==> config.mk <==
export PLATFORM = sky130hd
export DESIGN_NAME = float_to_int_saturating_truncate_flat
export DESIGN_NICKNAME = d
export VERILOG_FILES = /design/src/rtl/f2i_pkg.sv /design/src/rtl/f2i_if.sv /design/src/rtl/float_to_int_saturating_truncate.sv /design/src/rtl/f2i_decode.sv /design/src/rtl/f2i_shift.sv /design/src/rtl/f2i_clamp.sv /design/src/flat_wrapper.sv
export SDC_FILE = /design/constraint.sdc
export NUM_CORES = 1
export LEC_CHECK = 0
export BUFFER_PORTS_ARGS = -buffer_cell sky130_fd_sc_hd__buf_2
export CORE_MARGIN = 1
export CORE_UTILIZATION = 40
export DETAILED_ROUTE_END_ITERATION = 10
export SKIP_CTS_REPAIR_TIMING = 1
export SLEW_MARGIN = 40
export SYNTH_ARGS = -nofsm -noshare
export SYNTH_HDL_FRONTEND = slang
export SYNTH_SLANG_ARGS = --single-unit
==> constraint.sdc <==
create_clock -name clk -period 6.23 [get_ports clk]
set_input_delay 0.9345 -clock clk [delete_from_list [all_inputs] [get_ports clk]]
set_output_delay 0.9345 -clock clk [all_outputs]
set_load 0.1 [all_outputs]
==> src/rtl/f2i_pkg.sv <==
// Package for the saturating float-to-integer converter.
// Holds stage payload types and bound constants.
// No dependencies.
package f2i_pkg;

  localparam logic [63:0] I32_MAX = 64'h0000_0000_7FFF_FFFF;
  localparam logic [63:0] I32_MIN = 64'h0000_0000_8000_0000;
  localparam logic [63:0] U32_MAX = 64'h0000_0000_FFFF_FFFF;
  localparam logic [63:0] I64_MAX = 64'h7FFF_FFFF_FFFF_FFFF;
  localparam logic [63:0] I64_MIN = 64'h8000_0000_0000_0000;
  localparam logic [63:0] U64_MAX = 64'hFFFF_FFFF_FFFF_FFFF;

  typedef struct packed {
    logic [2:0]  kind;
    logic [63:0] src_bits;
  } in_word_t;

  typedef struct packed {
    logic        is_unsigned;
    logic        wide;
    logic        neg;
    logic        nan;
    logic        huge;
    logic        tiny;
    logic [52:0] sig;
    logic        left;
    logic [5:0]  amount;
  } dec_t;

  typedef struct packed {
    logic        is_unsigned;
    logic        wide;
    logic        neg;
    logic        nan;
    logic        huge;
    logic [63:0] mag;
  } mag_t;

endpackage

==> src/rtl/f2i_if.sv <==
// Valid/ready channel interface carrying a payload word.
// Depends on nothing; payload type is a parameter.
interface f2i_if #(parameter type payload_t = logic [63:0]);
  logic     valid;
  logic     ready;
  payload_t data;
  modport source (output valid, output data, input ready);
  modport sink (input valid, input data, output ready);
endinterface

==> src/rtl/float_to_int_saturating_truncate.sv <==
// Top level of the saturating float-to-integer converter.
// Depends on f2i_pkg, f2i_if, f2i_decode, f2i_shift and f2i_clamp.
// Takes one word per cycle while the pipeline advances and passes it through a
// three-stage pipeline (decode, align shift, clamp) whose stages advance
// together whenever the output register is empty or being taken, so the
// sustained rate is one word per clock while the output is not held off.
module float_to_int_saturating_truncate (
  input logic clk,
  input logic rst,
  f2i_if.sink   in_ch,
  f2i_if.source out_ch
);
  f2i_pkg::dec_t dec_c;
  f2i_pkg::dec_t dec_q;
  f2i_pkg::mag_t mag_c;
  f2i_pkg::mag_t mag_q;
  logic [63:0]   res_c;
  logic [63:0]   res_q;
  logic          v1;
  logic          v2;
  logic          v3;
  logic          advance;

  assign advance = !v3 || out_ch.ready;
  assign in_ch.ready = advance;
  assign out_ch.valid = v3;
  assign out_ch.data = res_q;

  f2i_decode u_dec (.word(in_ch.data), .dec(dec_c));
  f2i_shift  u_shf (.dec(dec_q), .mag(mag_c));
  f2i_clamp  u_clp (.mag(mag_q), .result(res_c));

  always_ff @(posedge clk) begin
    if (rst) begin
      v1 <= 1'b0;
      v2 <= 1'b0;
      v3 <= 1'b0;
    end else if (advance) begin
      v1 <= in_ch.valid;
      v2 <= v1;
      v3 <= v2;
    end
    if (advance) begin
      dec_q <= dec_c;
      mag_q <= mag_c;
      res_q <= res_c;
    end
  end
endmodule

==> src/rtl/f2i_decode.sv <==
// Stage one logic: unpacks the IEEE fields and picks the shift direction and amount.
// Depends on f2i_pkg.
module f2i_decode (
  input  f2i_pkg::in_word_t word,
  output f2i_pkg::dec_t     dec
);
  logic        dbl;
  logic [10:0] exp;
  logic [52:0] sig;
  logic        sgn;
  logic        mzero;
  logic [11:0] e_unb;
  logic        exp_max;
  logic        below;

  always_comb begin
    dbl = word.kind[1];
    if (dbl) begin
      exp   = word.src_bits[62:52];
      sig   = {1'b1, word.src_bits[51:0]};
      sgn   = word.src_bits[63];
      mzero = (word.src_bits[51:0] == 52'd0);
      exp_max = (exp == 11'h7FF);
      below = (exp < 11'd1023);
      e_unb = {1'b0, exp} - 12'd1023;
    end else begin
      exp   = {3'd0, word.src_bits[30:23]};
      sig   = {29'd0, 1'b1, word.src_bits[22:0]};
      sgn   = word.src_bits[31];
      mzero = (word.src_bits[22:0] == 23'd0);
      exp_max = (exp == 11'h0FF);
      below = (exp < 11'd127);
      e_unb = {1'b0, exp} - 12'd127;
    end
    dec.is_unsigned = word.kind[0];
    dec.wide = word.kind[2];
    dec.neg  = sgn;
    dec.nan  = exp_max && !mzero;
    dec.huge = (exp_max && mzero) || (!exp_max && !below && (e_unb >= 12'd64));
    dec.tiny = below && !exp_max;
    dec.sig  = sig;
    if (dbl) begin
      dec.left   = (e_unb >= 12'd52);
      dec.amount = dec.left ? 6'(e_unb - 12'd52) : 6'(12'd52 - e_unb);
    end else begin
      dec.left   = (e_unb >= 12'd23);
      dec.amount = dec.left ? 6'(e_unb - 12'd23) : 6'(12'd23 - e_unb);
    end
  end
endmodule

==> src/rtl/f2i_shift.sv <==
// Stage two logic: aligns the significand into a truncated integer magnitude.
// Depends on f2i_pkg.
module f2i_shift (
  input  f2i_pkg::dec_t dec,
  output f2i_pkg::mag_t mag
);
  logic [63:0] wsig;

  always_comb begin
    wsig = {11'd0, dec.sig};
    mag.is_unsigned = dec.is_unsigned;
    mag.wide = dec.wide;
    mag.neg  = dec.neg;
    mag.nan  = dec.nan;
    mag.huge = dec.huge;
    if (dec.tiny || dec.huge || dec.nan) begin
      mag.mag = 64'd0;
    end else if (dec.left) begin
      mag.mag = wsig << dec.amount;
    end else begin
      mag.mag = wsig >> dec.amount;
    end
  end
endmodule

==> src/rtl/f2i_clamp.sv <==
// Stage three logic: saturates to the target range, applies the sign, NaN gives zero.
// Depends on f2i_pkg.
module f2i_clamp (
  input  f2i_pkg::mag_t mag,
  output logic [63:0]   result
);
  logic [63:0] max_v;
  logic [63:0] min_v;
  logic [63:0] neg_v;

  always_comb begin
    neg_v = 64'd0 - mag.mag;
    if (!mag.wide) neg_v = {32'd0, neg_v[31:0]};
    if (mag.is_unsigned) begin
      max_v = mag.wide ? f2i_pkg::U64_MAX : f2i_pkg::U32_MAX;
      min_v = 64'd0;
    end else begin
      max_v = mag.wide ? f2i_pkg::I64_MAX : f2i_pkg::I32_MAX;
      min_v = mag.wide ? f2i_pkg::I64_MIN : f2i_pkg::I32_MIN;
    end
    priority if (mag.nan) begin
      result = 64'd0;
    end else if (mag.is_unsigned && mag.neg) begin
      result = 64'd0;
    end else if (mag.neg) begin
      result = (mag.huge || mag.mag >= min_v) ? min_v : neg_v;
    end else begin
      result = (mag.huge || mag.mag > max_v) ? max_v : mag.mag;
    end
  end
endmodule

==> src/flat_wrapper.sv <==
// flat-port wrapper written by rule: the top's interface ports become plain ports
module float_to_int_saturating_truncate_flat 
  (clk, rst, in_ch_valid, in_ch_data, in_ch_ready, out_ch_valid, out_ch_data, out_ch_ready);
  f2i_if #(.payload_t(f2i_pkg::in_word_t)) in_ch_i ();
  f2i_if #(.payload_t(logic [63:0])) out_ch_i ();
  input logic clk;
  input logic rst;
  input wire logic [$bits(in_ch_i.valid)-1:0] in_ch_valid;
  input wire logic [$bits(in_ch_i.data)-1:0] in_ch_data;
  output wire logic [$bits(in_ch_i.ready)-1:0] in_ch_ready;
  output wire logic [$bits(out_ch_i.valid)-1:0] out_ch_valid;
  output wire logic [$bits(out_ch_i.data)-1:0] out_ch_data;
  input wire logic [$bits(out_ch_i.ready)-1:0] out_ch_ready;
  assign in_ch_i.valid = in_ch_valid;
  assign in_ch_i.data = in_ch_data;
  assign in_ch_ready = in_ch_i.ready;
  assign out_ch_valid = out_ch_i.valid;
  assign out_ch_data = out_ch_i.data;
  assign out_ch_i.ready = out_ch_ready;
  float_to_int_saturating_truncate u_core (.clk(clk), .rst(rst), .in_ch(in_ch_i), .out_ch(out_ch_i));
endmodule
==> results of run 1 <==
==> metrics by stage <==
stage	area (µm²)	setup slack (ns)	total power, W	std cells	util [%]
2_1_floorplan	17000	0.960	0.00434	1789	-
3_3_place_gp	18100	2.07	0.00517	2356	43.1
3_5_place_dp	18100	2.18	0.00518	2356	43.1
4_1_cts	18800	2.17	0.00657	2398	44.9
5_1_grt	18900	1.86	0.00691	2400	45.1
6_report	18900	2.16	0.00660	2400	45.1
==> cells in the mapped netlist, types with 5 or more instances <==
| cell type | number |
|---|---|
| or2_2 | 7 |
| edfxtp_1 | 199 |
| a311oi_1 | 21 |
| and3_1 | 8 |
| a221oi_1 | 10 |
| o22ai_1 | 20 |
| o21ai_0 | 63 |
| mux2i_1 | 93 |
| o31ai_1 | 7 |
| mux2_2 | 23 |
| nand3_1 | 46 |
| mux4_2 | 103 |
| inv_1 | 23 |
| a211oi_1 | 23 |
| a31oi_1 | 17 |
| o22a_1 | 7 |
| nor3_1 | 64 |
| nor4_1 | 26 |
| a21o_1 | 14 |
| o32ai_1 | 6 |
| o21ai_1 | 6 |
| nand4_1 | 27 |
| nand2_1 | 143 |
| and2_1 | 31 |
| nand2b_1 | 7 |
| or3_1 | 13 |
| a211o_1 | 7 |
| ha_1 | 46 |
| clkbuf_1 | 89 |
| o211a_1 | 5 |
| buf_1 | 22 |
| xnor2_1 | 18 |
| o211ai_1 | 7 |
| buf_2 | 20 |
| a22oi_1 | 12 |
| nor2_1 | 319 |
| nor2b_1 | 10 |
| a21oi_1 | 136 |
| or4_1 | 9 |
==> worst register-to-register path, stage by stage (launching register included) <==
cell,delay (ns)
edfxtp_1,0.51
inv_2,0.47
ha_1,0.36
a21o_1,0.18
a21o_1,0.17
a211oi_1,0.26
o31ai_1,0.16
o31ai_1,0.59
nand2b_1,0.49
buf_4,0.36
a22oi_1,0.19
nor2_1,0.06
==> kinds of logic (layout without fill, tap and decap cells) <==
kind of cell / Yosys count / count (layout) / synth area share, %
fa+ha+maj: 46 / 46 / 3.38
buf+inv: 162 / 234 / 4.03
compound gates: 401 / 401 / 15.4
xor+xnor: 21 / 21 / 1.08
flops: 202 / 202 / 35.4
mux: 219 / 219 / 20.6
simple gates: 738 / 738 / 20.0
==> registers in the layout, summed over array words and instances (netlist names) <==
name	flops
u_core.out_ch.data	64
u_core.v1	1
u_core.v2	1
u_core.dec_q	66
u_core.out_ch.valid	1
u_core.mag_q	69
==> cell type report <==
type / count / share of cell area, %
sequential: 202 / 31.9
tap: 539 / 3.57
inverter: 26 / 0.622
multi-input combinational: 1425 / 54.8
clock inverter: 14 / 0.867
timing repair buffer: 166 / 5.10
clock buffer: 28 / 3.14
==> placed cells by master, fill, tap and decap left out, drive strengths merged, types with 6 or more instances in the layout <==
cell type    n
a211o        7
a211oi      23
a21o        14
a21oi      136
a221oi      11
a22oi       12
a311oi      21
a31oi       17
and2        31
and3         8
buf        166
clkbuf      28
clkinv      10
edfxtp     199
ha          46
inv         24
mux2        23
mux2i       93
mux4       103
nand2      143
nand2b       7
nand3       47
nand4       27
nor2       320
nor2b       10
nor3        68
nor4        29
o211ai       7
o21ai       69
o22a         7
o22ai       20
o311ai       7
o31ai        8
o32ai        6
or2          9
or3         16
or4         10
xnor2       18
==> power by group through the flow <==
stage	registers, W	logic (W)	clock network, W
6_report	0.00192	0.00330	0.00138
5_1_grt	0.00195	0.00350	0.00146
4_1_cts	0.00192	0.00323	0.00141
3_5_place_dp	0.00195	0.00322	0
3_3_place_gp	0.00195	0.00322	0
2_1_floorplan	0.00253	0.00180	0
==> how the worst max path moves through the flow <==
stage | start | to | slack (ns) | depth (start not counted)
3_3_place_gp | u_core.mag_q[67] | u_core.out_ch.data[29] | 2.07 | 11
5_1_grt | u_core.mag_q[67] | u_core.out_ch.data[29] | 1.86 | 11
2_1_floorplan | u_core.out_ch.valid | u_core.dec_q[0] | 0.96 | 2
4_1_cts | u_core.mag_q[67] | u_core.out_ch.data[29] | 2.17 | 11
6_report | u_core.mag_q[67] | u_core.out_ch.data[29] | 2.16 | 11
3_5_place_dp | in_ch_data[65] | u_core.dec_q[5] | 2.18 | 12
==> metal layers <==
metal / up-vias / track usage [%]
met3: 109 / 3.12
met1: 7212 / 35.3
met4: 2 / 9.45
li1: 6990 / -
met5: - / 0
met2: 670 / 41.1
==> results.md, run 1 <==
* # port buffers at 136
* Aggregate global routing overflow at 0
* Worst-path fanout max at 31
* Drt first pass iters at 6
* Die width at 208 µm
* CTS tree: done
* Top delay family on crit path: compound AO/OA/AOI/OAI gates
* Vias per inst at 6.24
* Switching part of the total at 46.8%
* Nature of the critical path startpoint: flop
* CTS max path bufs at 3
* Final hold vios at 0
* Post-synth EDFFs at 199
* Clk_skew at 0.0189 ns
* Setup_tns at 0 ns
* Diode count at 0
* Hold path start: u_core.dec_q[65]
* Cts bufs inserted at 23
* Remaining DRCs at 0
* Max layer used: met5
* Slew @ Worst Pin at 0.927 ns
* Post-detailed-route wirelength per cell at 23.5 µm
* Distinct cells, synth at 84
* WL met2 at 26,300 µm
* First-pass GRT wire length at 85,900 µm
* HPWL after DPL at 43,200 µm
* Initial antenna violation count at 1
* Pwr Density at 349 nW/µm²
* Post-synth top area cell: edfxtp_1
* Clock share of power at 20.9%
* Fmax at 0.246 GHz
* Ys async rst share at 0%
* Clock Tree Root: clkbuf_16
* Fin crit period at 4.07 ns
* Worst stage delay on the critical path at 0.59 ns
* Wl on met1 at 24,200 µm
* FF/Latch Area at 6040 µm²
* Reg2Reg Launch Point: u_core.mag_q[67]
* # rows at 75
* Die Y-Extent at 208 µm
* Final net count at 1,961
* Leakage at 7.44 nW
* Synthesized Nets at 1,906
* Final hold slack at 0.430 ns
* Final setup viols at 0
* Status: complete, no violations
* WP data arrival at 4.35 ns
* Hold/Removal Path Class: reg2reg
* Worst IR Drop VDD at 0.000250 V
* Clock latency on the worst-skew pair at 0.56 ns
* Worst R2R End: u_core.out_ch.data[29]
* Ratio of cells with drive above 1 in the final layout at 19.9%
* Total track usage at 25.5%
* CP Cell Sequence: inv_2 -> ha_1 -> a21o_1 -> a21o_1 -> a211oi_1 -> o31ai_1 -> o31ai_1 -> nand2b_1 -> buf_4 -> a22oi_1 -> nor2_1
* Clock Sink Count at 202
* Seq pwr share at 29.2%
* Cells after Synth at 1,789
* Die area at 43,400 µm²
* I/O pin count at 137
* Top post-synthesis cells by area: edfxtp_1, mux4_2, nor2_1
* Max cap viols at 0
* Multi-input gate area at 10,400 µm²
* Slowest-stage cell, CP: o31ai_1
* Yosys warnings at 0
* Via count at 15.0k
* Clock transition at the registers of the reported paths at 0.06 ns
* Fill count at 4,011
* Synth Cell Area at 17,000 µm²
* Synth top area share at 35.1%
* Sum of buffers and inverters on the critical path at 2
* Pint at 0.00351 W
* CP Class: reg2reg
* Area delta synth->final at 11.0%
* WP data required at 6.51 ns
* Detail Route Antenna Nets at 0
* P_sw at 0.00309 W
* Synth Flop Type: edfxtp_1
* Final Cycle Share at 65.3%
* H-tree levels at 1
* Slew headroom at 37.5%
* Crit. End Element: flop
* Starting Density at 40.6%
* R2R setup slack at 2.16 ns
* Synthesized flop and latch total at 202
* Combinational Power Share at 49.9%
* Sequential-to-total area share from yosys stat at 35.4%
* Area of the core at 41,900 µm²
* Vias in the first global route at 13.9k
* DRT iter0 DRCs at 1,591
* Mapped Avg Cell Area at 9.52 µm²
* Met3 wire length at 3710 µm
* Routed Wire Length at 56,500 µm
* Final Wtd Congestion at 0.986
* End of the worst hold path: u_core.mag_q[68]
* Slew Limit Fails at 0
* Hold Path Depth at 0
* RSZ-0062 raised after global routing: false
* Path depth of the worst reg2reg path at 11
* Largest net degree at the start of global routing at 108
Power figures use the tool's default switching activity.
==> run 2: changes to the inputs <==
==> constraint.sdc (replaced) <==
create_clock -name clk -period 4.1 [get_ports clk]
set_input_delay 0.615 -clock clk [delete_from_list [all_inputs] [get_ports clk]]
set_output_delay 0.615 -clock clk [all_outputs]
set_load 0.1 [all_outputs]
==> results.md, run 2 (synthesized netlist as in run 1, its figures left out) <==
* Drt first pass iters at 6
* CP Class: reg2reg
* Crit. End Element: flop
* Remaining DRCs at 0
* Diode count at 0
* DRT iter0 DRCs at 1,685
* Setup WS pre-CTS at 0.403 ns
* Final hold vios at 0
* Clock share of power at 19.3%
* Ratio of cells with drive above 1 in the final layout at 21.1%
* Vias per inst at 6.22
* Area delta synth->final at 12.5%
* Nature of the critical path startpoint: flop
* Combinational Power Share at 51.4%
* Die area at 43,400 µm²
* Pint at 0.00529 W
* Met3 usage at 2.61%
* # rows at 75
* Via count at 15.2k
* Hold/Removal Path Class: in2reg
* Most frequent cells in the layout: nor2_1, edfxtp_1, nand2_1
* Final Wtd Congestion at 0.952
* I/O pin count at 137
* Final Cycle Share at 88.1%
* WP data arrival at 3.95 ns
* RSZ-0062 raised after global routing: false
* Commonest non-fill, non-tap cell in the layout: nor2_1
* GRT busiest layer: met2
* Initial antenna violation count at 0
* Slew headroom at 44.7%
* Largest net degree at the start of global routing at 139
* CTS max path bufs at 3
* Clock transition at the registers of the reported paths at 0.06 ns
* Final setup viols at 0
* Clock latency on the worst-skew pair at 0.56 ns
* Status: complete, no violations
* Worst IR Drop VDD at 0.000385 V
* Met2 Use GR at 41.9%
* Final net count at 2,006
* Reg with most FFs: u_core.mag_q
* Die width at 208 µm
* Switching part of the total at 47.1%
* Max cap viols at 0
* Cts bufs inserted at 23
* CTS tree: done
* # port buffers at 136
* Aggregate global routing overflow at 0
* Fin crit period at 3.61 ns
* Final worst slack at 0.486 ns
* First-pass GRT wire length at 87,900 µm
* Routed Wire Length at 58,000 µm
* Slew @ Worst Pin at 0.818 ns
* H-tree levels at 1
* Clock Tree Root: clkbuf_16
* Fin cells at 2,441
* Max reg flops at 69
* Post-detailed-route wirelength per cell at 23.8 µm
* Final Core Density at 45.7%
* Area of the core at 41,900 µm²
* Final Total Pwr at 0.0100 W
* Pwr Density at 522 nW/µm²
* Leakage at 7.62 nW
* HPWL after DPL at 44,600 µm
* Clk_skew at 0.0198 ns
* Starting Density at 40.6%
* Slew Limit Fails at 0
* Vias in the first global route at 14.1k
* Seq pwr share at 29.3%
* Worst-path fanout max at 30
* Total track usage at 26.4%
* Post-Place Cells at 2,401
* Clock Sink Count at 202
* WP data required at 4.43 ns
* Fmax at 0.277 GHz
* Detail Route Antenna Nets at 0
* Die Y-Extent at 208 µm
* P_sw at 0.00471 W
* Met1 Use GR at 36.3%
run 2: cell count changes in the layout (fill, tap and decap cells not counted), moves of 2 or more:
| cell | previous run | this run |
|---|---|---|
| buf_4 | 26 | 68 |
| clkinv_1 | 3 | 7 |
| clkinv_2 | 6 | 2 |
| buf_12 | 3 | 6 |
| bufinv_16 | 3 | 1 |
| nor3_1 | 61 | 63 |
| nor3_2 | 7 | 5 |
| o31ai_1 | 5 | 7 |
| o31ai_2 | 3 | 1 |
run 2: power groups by stage:
stage | Combinational (W) | Clock [W] | Sequential, W
after floorplan | 0.00274 | 0 | 0.00385
after CTS | 0.00506 | 0.00198 | 0.00293
after global routing | 0.00546 | 0.00206 | 0.00297
final | 0.00514 | 0.00193 | 0.00293
after detailed placement | 0.00505 | 0 | 0.00297
after global placement | 0.00504 | 0 | 0.00296
run 2: path summary, 6_finish.rpt:
check	from	endpoint	slack, ns	cells after the start
min reg2reg	u_core.dec_q[63]	u_core.mag_q[66]	0.42	0
min	rst	u_core.out_ch.valid	0.23	2
max reg2reg	u_core.mag_q[67]	u_core.out_ch.data[31]	0.49	14
max	u_core.mag_q[67]	u_core.out_ch.data[31]	0.49	14
run 2: layer usage:
layer | share of wire [%] | routed length [µm]
met5 | 0 | 0
met4 | 5.1 | 2980
met3 | 5.7 | 3330
met2 | 46 | 26800
met1 | 43 | 24900
run 2: critical path, stage by stage (launching register included):
cell       delay, ns
edfxtp_1        0.47
clkinv_1        0.27
buf_6           0.25
ha_1            0.32
nand4_1         0.11
nor4_1          0.38
buf_4           0.19
nand2_1         0.05
o22ai_1         0.19
o31ai_1         0.10
buf_4           0.16
nand2b_1        0.08
buf_4           0.32
a21oi_1         0.11
a2111oi_1       0.35
run 2: layout make-up:
| type | instances | area, µm² |
|---|---|---|
| multi-input combinational | 1425 | 10300 |
| inverter | 26 | 118 |
| fill | 4029 | 22800 |
| timing repair buffer | 211 | 1320 |
| clock inverter | 10 | 86.3 |
| sequential | 202 | 6040 |
| clock buffer | 28 | 594 |
| tap | 539 | 674 |
run 2: per-stage QoR:
step | instance area [µm²] | setup TNS (ns) | hold slack [ns]
2_1_floorplan | 17000 | -104.08 | 0.400
3_3_place_gp | 18400 | 0 | 0.405
3_5_place_dp | 18400 | 0 | 0.410
4_1_cts | 19100 | 0 | 0.203
5_1_grt | 19200 | 0 | 0.223
6_report | 19200 | 0 | 0.230
